**src/hw/rtl/csq_pkg.sv**
```systemverilog
// csq_pkg: shared constants, types and helpers of the cursor sequence store
// used by the interfaces, the storage cell and the top level; depends on nothing
`default_nettype none

package csq_pkg;

  localparam int CAPACITY    = 16;
  localparam int VALUE_WIDTH = 32;

  // count and cursor reach CAPACITY itself, cell index stays below it
  localparam int CNT_W = $clog2(CAPACITY + 1);
  localparam int IDX_W = $clog2(CAPACITY);

  // port field widths
  localparam int KIND_W  = 3;
  localparam int WORD_W  = 32;
  localparam int TOTAL_W = 5;

  typedef logic [VALUE_WIDTH-1:0] value_t;
  typedef logic [CNT_W-1:0]       count_t;

  // operation codes
  typedef enum logic [KIND_W-1:0] {
    K_START   = 3'd0,
    K_ADVANCE = 3'd1,
    K_INSERT  = 3'd2,
    K_ATTACH  = 3'd3,
    K_REMOVE  = 3'd4
  } kind_t;

  // what one cell does at the next edge
  typedef enum logic [1:0] {
    CELL_HOLD,
    CELL_LOAD,
    CELL_FROM_BELOW,
    CELL_FROM_ABOVE
  } cell_op_t;

  typedef struct packed {
    cell_op_t op;
    value_t   load_value;
  } cell_cmd_t;

  // port word to stored value, keeping the low VALUE_WIDTH bits
  function automatic value_t word_to_value(input logic [WORD_W-1:0] w);
    logic [63:0] wide;
    wide = 64'(w);
    return wide[VALUE_WIDTH-1:0];
  endfunction

  // stored value to port word, zero extended or truncated
  function automatic logic [WORD_W-1:0] value_to_word(input value_t v);
    logic [63:0] wide;
    wide = 64'(v);
    return wide[WORD_W-1:0];
  endfunction

  // item count to the port field
  function automatic logic [TOTAL_W-1:0] count_to_total(input count_t c);
    logic [31:0] wide;
    wide = 32'(c);
    return wide[TOTAL_W-1:0];
  endfunction

endpackage

`default_nettype wire

```
**src/hw/rtl/csq_req_if.sv**
```systemverilog
// csq_req_if: request channel of the cursor sequence store
// valid/ready handshake with operation kind and entry value; uses csq_pkg
`default_nettype none

interface csq_req_if;
  logic                         valid;
  logic                         ready;
  logic [csq_pkg::KIND_W-1:0]   kind;
  logic [csq_pkg::WORD_W-1:0]   entry_value;

  modport source (output valid, output kind, output entry_value, input ready);
  modport sink   (input valid, input kind, input entry_value, output ready);
endinterface

`default_nettype wire

```
**src/hw/rtl/csq_rsp_if.sv**
```systemverilog
// csq_rsp_if: result channel of the cursor sequence store
// valid/ready handshake with current value, flags and item count; uses csq_pkg
`default_nettype none

interface csq_rsp_if;
  logic                          valid;
  logic                          ready;
  logic [csq_pkg::WORD_W-1:0]    current_value;
  logic                          has_current;
  logic [csq_pkg::TOTAL_W-1:0]   item_total;
  logic                          rejected;

  modport source (output valid, output current_value, output has_current,
                  output item_total, output rejected, input ready);
  modport sink   (input valid, input current_value, input has_current,
                  input item_total, input rejected, output ready);
endinterface

`default_nettype wire

```
**src/hw/rtl/cursor_sequence_store_top.sv**
```systemverilog
// cursor_sequence_store_top: bounded ordered list with a cursor, built as a row of cells
// depends on csq_pkg, csq_req_if, csq_rsp_if and csq_cell
//
//   channel  dir  handshake     payload
//   req      in   valid/ready   kind[2:0], entry_value[31:0]
//   rsp      out  valid/ready   current_value[31:0], has_current, item_total[4:0], rejected
//
// one transaction per cycle while rsp does not stall: every cell shifts, loads or holds in parallel at the
// accepting edge, and the result is valid the cycle after.
// the result is read from the count, cursor and cell registers, held while rsp stalls;
// req.ready is high whenever no result waits or the waiting one is taken this cycle.
// reset (rst, synchronous) empties the list and puts the cursor at zero.
`default_nettype none

module cursor_sequence_store_top (
  input  wire logic clk,
  input  wire logic rst,
  csq_req_if.sink   req,
  csq_rsp_if.source rsp
);

  csq_pkg::count_t    count, count_next;
  csq_pkg::count_t    cursor, cursor_next;
  logic               rejected, rejected_next;
  logic               rsp_valid;
  logic               accept;
  logic               on_item;
  logic               full;
  logic               place;
  csq_pkg::count_t    place_pos;
  csq_pkg::value_t    new_value;
  csq_pkg::value_t    cell_value [csq_pkg::CAPACITY];
  csq_pkg::cell_cmd_t cell_cmd   [csq_pkg::CAPACITY];
  logic               remove_go;

  assign req.ready = !rsp_valid || rsp.ready;
  assign accept    = req.valid && req.ready;
  assign on_item   = cursor < count;
  assign full      = count == csq_pkg::count_t'(csq_pkg::CAPACITY);
  assign new_value = csq_pkg::word_to_value(req.entry_value);

  // operation decode: next count, cursor and placement
  always_comb begin
    count_next    = count;
    cursor_next   = cursor;
    rejected_next = 1'b0;
    place         = 1'b0;
    place_pos     = '0;
    remove_go     = 1'b0;
    unique case (req.kind)
      csq_pkg::K_START: begin
        cursor_next = '0;
      end
      csq_pkg::K_ADVANCE: begin
        if (on_item) begin
          cursor_next = cursor + 1'b1;
        end
      end
      csq_pkg::K_INSERT: begin
        if (full) begin
          rejected_next = 1'b1;
        end else begin
          place     = 1'b1;
          place_pos = on_item ? cursor : '0;
        end
      end
      csq_pkg::K_ATTACH: begin
        if (full) begin
          rejected_next = 1'b1;
        end else begin
          place     = 1'b1;
          place_pos = on_item ? cursor + 1'b1 : count;
        end
      end
      csq_pkg::K_REMOVE: begin
        if (on_item) begin
          remove_go  = 1'b1;
          count_next = count - 1'b1;
        end
      end
      default: begin
      end
    endcase
    if (place) begin
      count_next  = count + 1'b1;
      cursor_next = place_pos;
    end
  end

  // per-cell command: open a gap above the placement or close it from the cursor on
  always_comb begin
    for (int i = 0; i < csq_pkg::CAPACITY; i++) begin
      cell_cmd[i].load_value = new_value;
      cell_cmd[i].op         = csq_pkg::CELL_HOLD;
      if (accept && place) begin
        if (csq_pkg::count_t'(i) == place_pos) begin
          cell_cmd[i].op = csq_pkg::CELL_LOAD;
        end else if (csq_pkg::count_t'(i) > place_pos) begin
          cell_cmd[i].op = csq_pkg::CELL_FROM_BELOW;
        end
      end else if (accept && remove_go) begin
        if (csq_pkg::count_t'(i) >= cursor) begin
          cell_cmd[i].op = csq_pkg::CELL_FROM_ABOVE;
        end
      end
    end
  end

  // row of cells, each wired to its two neighbors
  for (genvar g = 0; g < csq_pkg::CAPACITY; g++) begin : g_cell
    csq_pkg::value_t below, above;
    if (g == 0) begin : g_first
      assign below = '0;
    end else begin : g_inner_lo
      assign below = cell_value[g-1];
    end
    if (g == csq_pkg::CAPACITY - 1) begin : g_last
      assign above = '0;
    end else begin : g_inner_hi
      assign above = cell_value[g+1];
    end
    csq_cell u_cell (
      .clk         (clk),
      .cmd         (cell_cmd[g]),
      .below_value (below),
      .above_value (above),
      .value       (cell_value[g])
    );
  end

  // list control state and result valid
  always_ff @(posedge clk) begin
    if (rst) begin
      count     <= '0;
      cursor    <= '0;
      rejected  <= 1'b0;
      rsp_valid <= 1'b0;
    end else begin
      if (accept) begin
        count    <= count_next;
        cursor   <= cursor_next;
        rejected <= rejected_next;
      end
      if (accept) begin
        rsp_valid <= 1'b1;
      end else if (rsp.ready) begin
        rsp_valid <= 1'b0;
      end
    end
  end

  // result fields straight from the registered state
  assign rsp.valid         = rsp_valid;
  assign rsp.has_current   = on_item;
  assign rsp.current_value = on_item ?
      csq_pkg::value_to_word(cell_value[cursor[csq_pkg::IDX_W-1:0]]) : '0;
  assign rsp.item_total    = csq_pkg::count_to_total(count);
  assign rsp.rejected      = rejected;

  // the list never grows past capacity
  a_count_bound: assert property (@(posedge clk) disable iff (rst)
    count <= csq_pkg::count_t'(csq_pkg::CAPACITY))
    else $error("item count above capacity");

  // an accepted insert or attach on a list with room grows it by one
  a_insert_grows: assert property (@(posedge clk) disable iff (rst)
    (accept && (req.kind == csq_pkg::K_INSERT || req.kind == csq_pkg::K_ATTACH) && !full)
    |=> (count == $past(count) + 1'b1) && !rejected)
    else $error("insert or attach did not grow the list");

  // a rejection is only ever reported with a full list
  a_reject_full: assert property (@(posedge clk) disable iff (rst)
    (rsp_valid && rejected) |-> full)
    else $error("rejection reported with room left");

  // cursor never passes the item count
  a_cursor_bound: assert property (@(posedge clk) disable iff (rst)
    cursor <= count || $past(accept && req.kind == csq_pkg::K_REMOVE))
    else $error("cursor beyond end of list");

endmodule

`default_nettype wire

```
**src/hw/rtl/csq_cell.sv**
```systemverilog
// csq_cell: one slot of the ordered list, loads a new value or takes a neighbor's
// depends on csq_pkg for the value and command types
`default_nettype none

module csq_cell (
  input  wire logic               clk,
  input  wire csq_pkg::cell_cmd_t cmd,
  input  wire csq_pkg::value_t    below_value,
  input  wire csq_pkg::value_t    above_value,
  output csq_pkg::value_t         value
);

  // slot register, no reset: read only below the item count
  always_ff @(posedge clk) begin
    unique case (cmd.op)
      csq_pkg::CELL_HOLD:       value <= value;
      csq_pkg::CELL_LOAD:       value <= cmd.load_value;
      csq_pkg::CELL_FROM_BELOW: value <= below_value;
      csq_pkg::CELL_FROM_ABOVE: value <= above_value;
      default:                  value <= value;
    endcase
  end

endmodule

`default_nettype wire

```
**src/flat_wrapper.sv**
```systemverilog
// flat-port wrapper written by rule: the top's interface ports become plain ports
module cursor_sequence_store_top_flat 
  (clk, rst, req_valid, req_kind, req_entry_value, req_ready, rsp_valid, rsp_current_value, rsp_has_current, rsp_item_total, rsp_rejected, rsp_ready);
  csq_req_if req_i ();
  csq_rsp_if rsp_i ();
  input  wire logic clk;
  input  wire logic rst;
  input wire logic [$bits(req_i.valid)-1:0] req_valid;
  input wire logic [$bits(req_i.kind)-1:0] req_kind;
  input wire logic [$bits(req_i.entry_value)-1:0] req_entry_value;
  output wire logic [$bits(req_i.ready)-1:0] req_ready;
  output wire logic [$bits(rsp_i.valid)-1:0] rsp_valid;
  output wire logic [$bits(rsp_i.current_value)-1:0] rsp_current_value;
  output wire logic [$bits(rsp_i.has_current)-1:0] rsp_has_current;
  output wire logic [$bits(rsp_i.item_total)-1:0] rsp_item_total;
  output wire logic [$bits(rsp_i.rejected)-1:0] rsp_rejected;
  input wire logic [$bits(rsp_i.ready)-1:0] rsp_ready;
  assign req_i.valid = req_valid;
  assign req_i.kind = req_kind;
  assign req_i.entry_value = req_entry_value;
  assign req_ready = req_i.ready;
  assign rsp_valid = rsp_i.valid;
  assign rsp_current_value = rsp_i.current_value;
  assign rsp_has_current = rsp_i.has_current;
  assign rsp_item_total = rsp_i.item_total;
  assign rsp_rejected = rsp_i.rejected;
  assign rsp_i.ready = rsp_ready;
  cursor_sequence_store_top u_core (.clk(clk), .rst(rst), .req(req_i), .rsp(rsp_i));
endmodule
```
**config.mk**
```make
export PLATFORM = sky130hd
export DESIGN_NAME = cursor_sequence_store_top_flat
export DESIGN_NICKNAME = d
export VERILOG_FILES = /design/src/hw/rtl/csq_pkg.sv /design/src/hw/rtl/csq_req_if.sv /design/src/hw/rtl/csq_rsp_if.sv /design/src/hw/rtl/cursor_sequence_store_top.sv /design/src/hw/rtl/csq_cell.sv /design/src/flat_wrapper.sv
export SDC_FILE = /design/constraint.sdc
export NUM_CORES = 1
export LEC_CHECK = 0
export BUFFER_PORTS_ARGS = -buffer_cell sky130_fd_sc_hd__buf_2
export CAP_MARGIN = 20
export CORE_MARGIN = 2
export CORE_UTILIZATION = 45
export CTS_BUF_LIST = sky130_fd_sc_hd__clkbuf_4 sky130_fd_sc_hd__clkbuf_8
export CTS_CLUSTER_DIAMETER = 200
export DETAILED_ROUTE_END_ITERATION = 7
export GPL_TIMING_DRIVEN = 0
export PLACE_DENSITY = 0.65
export SLEW_MARGIN = 5
export SYNTH_ARGS = -nofsm -noshare
export SYNTH_HDL_FRONTEND = slang
export SYNTH_SLANG_ARGS = --single-unit
export TNS_END_PERCENT = 50
```
**constraint.sdc**
```tcl
create_clock -name clk -period 14.41 [get_ports clk]
set_clock_uncertainty 0.2 [all_clocks]
set_input_delay 1.441 -clock clk [delete_from_list [all_inputs] [get_ports clk]]
set_output_delay 1.441 -clock clk [all_outputs]
set_load 0.01 [all_outputs]
```
==> Word level (Yosys, flattened, before mapping) <==
Index checks and enable logic that the tools add are counted.
{ "classes": {"addsub": 3, "n_mul": 0, "div": 0, "n_lt_le_gt_ge": 34, "n_eq_ne": 69, "n_shift": 0, "muxes": 119, "bitwise_logic": 1, "n_reduce_logical": 30} }
{ "ops": {"columns": ["cell", "n"], "rows": [
  ["one-hot mux 32 bit (3 select lines)", 16],
  ["2-to-1 mux 2 bit", 80],
  ["binary-select mux 32 bit (select 4 bit)", 1],
  ["2-to-1 mux 32 bit", 3],
  ["== test 2 bit, second input constant", 32],
  ["2-to-1 mux 5 bit", 9],
  ["== test 4 x 5 -> 1 bit, first input constant", 8],
  [">= comparator 4 x 5 -> 1 bit, first input constant", 8],
  ["greater-than comparator 4 x 5 -> 1 bit, first input constant", 8],
  ["== test 2 x 1 -> 1 bit, second input constant", 16],
  ["zero test 2 bit", 16],
  ["== test 3 x 5 -> 1 bit, first input constant", 4],
  [">= comparator 3 x 5 -> 1 bit, first input constant", 4],
  ["greater-than comparator 3 x 5 -> 1 bit, first input constant", 4],
  ["one-hot mux 5 bit (2 select lines)", 2],
  ["adder 5 x 1 -> 5 bit, second input constant", 2],
  ["== test 2 x 5 -> 1 bit, first input constant", 2],
  [">= comparator 1 x 5 -> 1 bit, first input constant", 2],
  [">= comparator 2 x 5 -> 1 bit, first input constant", 2],
  ["greater-than comparator 1 x 5 -> 1 bit, first input constant", 2],
  ["greater-than comparator 2 x 5 -> 1 bit, first input constant", 2],
  ["2-to-1 mux 1 bit", 8],
  ["== test 3 x 2 -> 1 bit, second input constant", 2],
  ["AND reduction 3 bit", 2],
  ["other kinds (17)", 21]
]} }
{ "totals": {"ff_bits": 524, "latch_bits": 0, "ramBits": 0, "mem_bits_ro": 0, "output_inout_bits": 41, "wordCells": 276, "n_memories": 0} }

==> Depth between registers and ports, before layout <==
{ "depth": {"ltp_word": 10, "depth_mapped": 13} }

==> Hierarchy <==
Synthesis repeated with hierarchy kept, for this count alone.
{ "unflattened": {"cells_unflattened": 2706, "area_unflattened_um2": 32288.5} }
{ "by_module_without_submodules": {"columns": ["module", "n_inst", "cells_per_inst", "area_each_um2", "seq_area_each_um2"], "rows": [
  ["csq_cell", 16, 140, 1672.9, 960.9],
  ["cursor_sequence_store_top", 1, 466, 5522.8, 240.2]
]} }

==> Worst setup path after synthesis <==
No wires, ideal clock.
{ "synth_path": {"kind": "input to register", "start": "input port req_kind[1]", "end": "register u_core.g_cell[2].u_cell.value[0], enable pin", "setup_ns": 0.470, "arrival_ns": 5.213, "required_time_ns": 13.740, "slack_ns": 8.527, "stages": 7, "path_cell_list": "nor2b_1 -> o21ai_2 -> or2_2 -> buf_2 -> nor3_1 -> nand2_1 -> o31ai_1"} }
{ "synth_between": {"elab_chain_len": 7, "elab_cells_between_ends": 16, "cone_classes": "1 x order compare; 4 x eq/ne; 7 x mux; 4 x reduce/logical"} }
{ "synth_rtl": {"columns": ["element", "line_no", "rtl"], "rows": [
  ["from (decl)", "flat_wrapper.sv:9", "input wire logic [$bits(req_i.kind)-1:0] req_kind;"],
  ["== test 3 x 2 -> 1 bit", "cursor_sequence_store_top.sv:50", "unique case (req.kind)"],
  ["one-hot mux 5 bit (2 select lines)", "cursor_sequence_store_top.sv:50", null],
  ["greater-than comparator 2 x 5 -> 1 bit", "cursor_sequence_store_top.sv:98", "end else if (csq_pkg::count_t'(i) > place_pos) begin"],
  ["2-to-1 mux 2 bit", "cursor_sequence_store_top.sv:98", null],
  ["2-to-1 mux 2 bit", "cursor_sequence_store_top.sv:96", "if (csq_pkg::count_t'(i) == place_pos) begin"],
  ["2-to-1 mux 2 bit *", "cursor_sequence_store_top.sv:95", "if (accept && place) begin"],
  ["zero test 2 bit *", "csq_cell.sv:15", "unique case (cmd.op)"],
  ["to (signal assigned)", "csq_cell.sv:16", "csq_pkg::CELL_HOLD: value <= value;"],
  ["to (signal assigned)", "csq_cell.sv:17", "csq_pkg::CELL_LOAD: value <= cmd.load_value;"],
  ["to (signal assigned)", "csq_cell.sv:18", "csq_pkg::CELL_FROM_BELOW: value <= below_value;"],
  ["to (decl)", "csq_cell.sv:10", "output csq_pkg::value_t value"]
]} }
Every way passes the cells marked *; elsewhere a longest branch is shown, timed or not.
A chain may end at the register's enable or synchronous reset.

==> Final worst setup path <==
{ "layout_path": {"start": "register u_core.cursor[0]", "end": "output port rsp_current_value[14]"} }
{ "layout_between": {"elab_chain_len": 5, "elab_cells_between_ends": 6, "cone_classes": "1 x order compare; 4 x mux; 1 x bitwise"} }
{ "layout_rtl": {"columns": ["element", "line_no", "rtl"], "rows": [
  ["from (decl)", "cursor_sequence_store_top.sv:23", "csq_pkg::count_t cursor, cursor_next;"],
  ["from (signal assigned)", "cursor_sequence_store_top.sv:141", "cursor <= cursor_next;"],
  ["NOT 4 -> 5 bit (not written as such)", "cursor_sequence_store_top.sv:156", "csq_pkg::value_to_word(cell_value[cursor[csq_pkg::IDX_W-1:0]]) : '0;"],
  ["binary-select mux 32 bit (select 4 bit)", "cursor_sequence_store_top.sv:156", null],
  ["2-to-1 mux 32 bit (not written as such) (2 in series)", "cursor_sequence_store_top.sv:156", null],
  ["2-to-1 mux 32 bit *", "cursor_sequence_store_top.sv:155", "assign rsp.current_value = on_item ?"],
  ["to (decl)", "flat_wrapper.sv:13", "output wire logic [$bits(rsp_i.current_value)-1:0] rsp_current_value;"]
]} }
Every way passes the cells marked *; elsewhere a longest branch is shown, timed or not. The select of a mux whose other input is x is not followed.

==> out/metrics.yaml <==
cts_hold_buf: 0
cts_tree: "yes"
rsz0062_at_grt: "false"
cts_max_path_buffers: 3
place_congestion: 1.01
synthSimpleGateAreaFrac_pct: 8.76
core-area_mm2: 0.0661
synth_fp_nets: 2269
fin_tns_setup_ns: 0
routedWlPerCell_um: 40.4
synth_edf_count: 512
cts_root_buf: "clkbuf_8"
netlist_area_mm2: 0.0302
synth_cells: 2219
clk_pin_slew_ns: 0.06
cts_made_buffers: 93
grt_first_pass_wirelength_um: 188000
vias_per_cell: 7.61
synth_xor_xnor_area_share_pct: 0.203
hold_depth: 2
overflow: 0
syn2layout_area_growth_pct: 13.1
holdCritPathClass: "flop to flop"
pre_cts_ws_ns: 8.28
antenna_found_initial: 7
first_iter_violations: 4611
die_w_um: 263
crit_required_ns: 12.77
synthFlopType: "edfxtp_1"
slew-limit-headroom_pct: 4.88
place_area_mm2: 0.0321
drtPass1Iterations: 7
finalSetupViolations: 0
period_minus_slack_ns: 6.28
cp-end-kind: "output pin"
synthArstFlopShare_pct: 0
critPathArrivalTime_ns: 4.64
start_util_pct: 45.6
num_io_pins: 80
post_cts_resized: 0
ys_seq_elements: 524
cts_sinks: 524
cp-start-kind: "flop"
die_area_mm2: 0.0691
design_area_mm2: 0.0341
max_freq_mhz: 159
drive_above_1_share_pct: 21.4
io_buffer_count: 47
final_nets: 2459
htreeDepth: 3
ant_nets: 0
critPathKind: "flop to output pin"
finalMaxSlewViolations: 0
num_rows: 94
maxCapViolations: 0
synth_fa_ha_area_share_pct: 0.481
synth_top_family_by_area: "compound AO/OA/AOI/OAI gates"
finalCritPeriodShare_pct: 43.6
powerDensity_mw_per_mm2: 123
grt_usage_pct: 38.5
cp_max_fo: 10
grt_pass1_vias: 24603
avgSynthCellArea_um2: 13.6
finalWirelength_um: 135000
die_h_um: 263
drc_errors: 0
cts_setup_buffers: 0
ir_worst_vdd_mv: 0.0730
num_vias: 25487
outcome: "complete, no violations"
r2r_cells: 10
ys.warnings.count: 0
synthMuxAreaShare_pct: 14.3
yosysUniqueCellTypes: 61
p_leak_nw: 12.9
dp_hpwl_um: 92500
finalWorstSetupSlack_ns: 8.13
synth_compound_area_share_pct: 20.2
finalHoldViolCount: 0
whs_ns: 0.297
synth_seq_area_share_pct: 51.8
grt_max_degree: 33
max_slew.worst_pin.slew_ns: 1.43
clock_latency_ns: 0.72
-- power by group --
group	internal [mW]	total, mW	leakage, nW	switching, mW
sequential	1.83	1.91	4.81	0.0835
combinational	0.327	0.880	7.12	0.552
clock	0.722	1.41	0.927	0.684
total	2.88	4.20	12.9	1.32
-- path summary, 6_finish.rpt --
path                             from                           endpoint  slack [ns]
hold / removal    u_core.rsp.rejected                u_core.rsp.rejected        0.30
setup / recovery     u_core.cursor[0]              rsp_current_value[14]        8.13
setup reg to reg     u_core.cursor[2]  u_core.g_cell[6].u_cell.value[15]        8.76
hold reg to reg   u_core.rsp.rejected                u_core.rsp.rejected        0.30
-- placed cells by master (no fill, tap or decap), types with 5 or more instances in the layout --
| master | synthesis | routed |
|---|---|---|
| clkinv_1 | 0 | 26 |
| nor2_1 | 36 | 36 |
| buf_2 | 64 | 114 |
| o21ai_0 | 15 | 12 |
| nor3_1 | 6 | 6 |
| a21o_1 | 159 | 159 |
| buf_4 | 8 | 13 |
| edfxtp_1 | 512 | 512 |
| dfxtp_1 | 12 | 12 |
| buf_12 | 0 | 12 |
| mux4_2 | 160 | 160 |
| inv_1 | 41 | 41 |
| clkbuf_1 | 150 | 149 |
| a221o_1 | 291 | 291 |
| or2_2 | 9 | 9 |
| nand2_1 | 50 | 48 |
| mux2_2 | 31 | 31 |
| mux2i_1 | 35 | 35 |
| buf_6 | 1 | 6 |
| and2_1 | 227 | 227 |
| a21oi_1 | 24 | 24 |
| ha_1 | 10 | 10 |
| buf_8 | 0 | 23 |
| or3_1 | 5 | 5 |
| nand2b_1 | 5 | 5 |
| and3_1 | 95 | 95 |
| o21a_1 | 5 | 5 |
| a22o_1 | 155 | 155 |
| clkbuf_4 | 0 | 29 |
| clkbuf_8 | 0 | 99 |
| xor2_1 | 7 | 7 |
| diode_2 | 0 | 8 |
| nand3_1 | 5 | 5 |
| buf_1 | 46 | 43 |
-- flip-flops by register name, summed over array words and instances (netlist names) --
register / cells
u_core.cursor: 5
u_core.g_cell.u_cell.value: 512
u_core.rsp.item_total: 5
u_core.rsp.rejected: 1
u_core.rsp.valid: 1
-- logic make-up (layout without fill, tap and decap cells) --
group | count (synthesis) | count (layout)
compound gates | 688 | 688
xor+xnor | 7 | 7
fa+ha+maj | 11 | 11
buf+inv | 311 | 568
flops | 524 | 524
mux | 226 | 226
other cells | 0 | 8
simple gates | 452 | 452
-- final cells by class --
cell class / count / area (µm²)
inverter: 42 / 158
antenna: 8 / 20.0
sequential: 524 / 15600
tap: 864 / 1080
timing repair buffer: 95 / 997
fill: 5749 / 32000
clock inverter: 34 / 180
buffer: 269 / 1130
multi-input combinational: 1384 / 13300
clock buffer: 128 / 1580
-- metrics by stage --
step           util (%)  total power, mW  cells
2_1_floorplan         -             2.39   2219
3_3_place_gp       47.6             2.73   3130
3_5_place_dp       48.6             2.77   3164
4_1_cts            51.3             4.13   3326
5_1_grt            51.6             4.26   3344
6_report           51.6             4.20   3348
-- Yosys cell counts, types with 5 or more instances --
cell type  number  area share (%)
and2_1        227             4.7
nor3_1          6            0.10
a221o_1       291             9.7
buf_4           8            0.20
o21a_1          5            0.12
xor2_1          7            0.20
nand2_1        50            0.62
or2_2           9            0.19
nor2_1         36            0.45
mux2i_1        35             1.2
mux2_2         31             1.2
o31ai_1         6            0.15
buf_2          64             1.1
edfxtp_1      512              51
inv_1          41            0.51
and3_1         95             2.0
a22o_1        155             4.5
dfxtp_1        12            0.80
a21o_1        159             4.0
nand3_1         5           0.083
a21oi_1        24            0.40
o21ai_0        15            0.25
nand2b_1        5            0.10
mux4_2        160              12
or3_1           5            0.10
buf_1          46            0.57
ha_1           10            0.41
clkbuf_1      150             1.9
-- worst max-delay path, cell delays in order, from the launching register on --
cell and delay [ns]:
dfxtp_1 0.34, buf_2 0.25, buf_2 0.42, clkbuf_1 0.66, clkbuf_1 0.99, mux4_2 0.45, mux4_2 0.50, and2_1 0.17
buf_2 0.13
-- layer usage --
layer / vias up / part of all wire [%] / GRT usage, %
met4: 4 / 7.0 / 23.7
met3: 574 / 16 / 14.5
met2: 2640 / 43 / 55.9
met5: - / 0.017 / 0.762
met1: 12757 / 35 / 48.7
li1: 9512 / - / -
No activity file was read; power rests on OpenSTA's default activity.
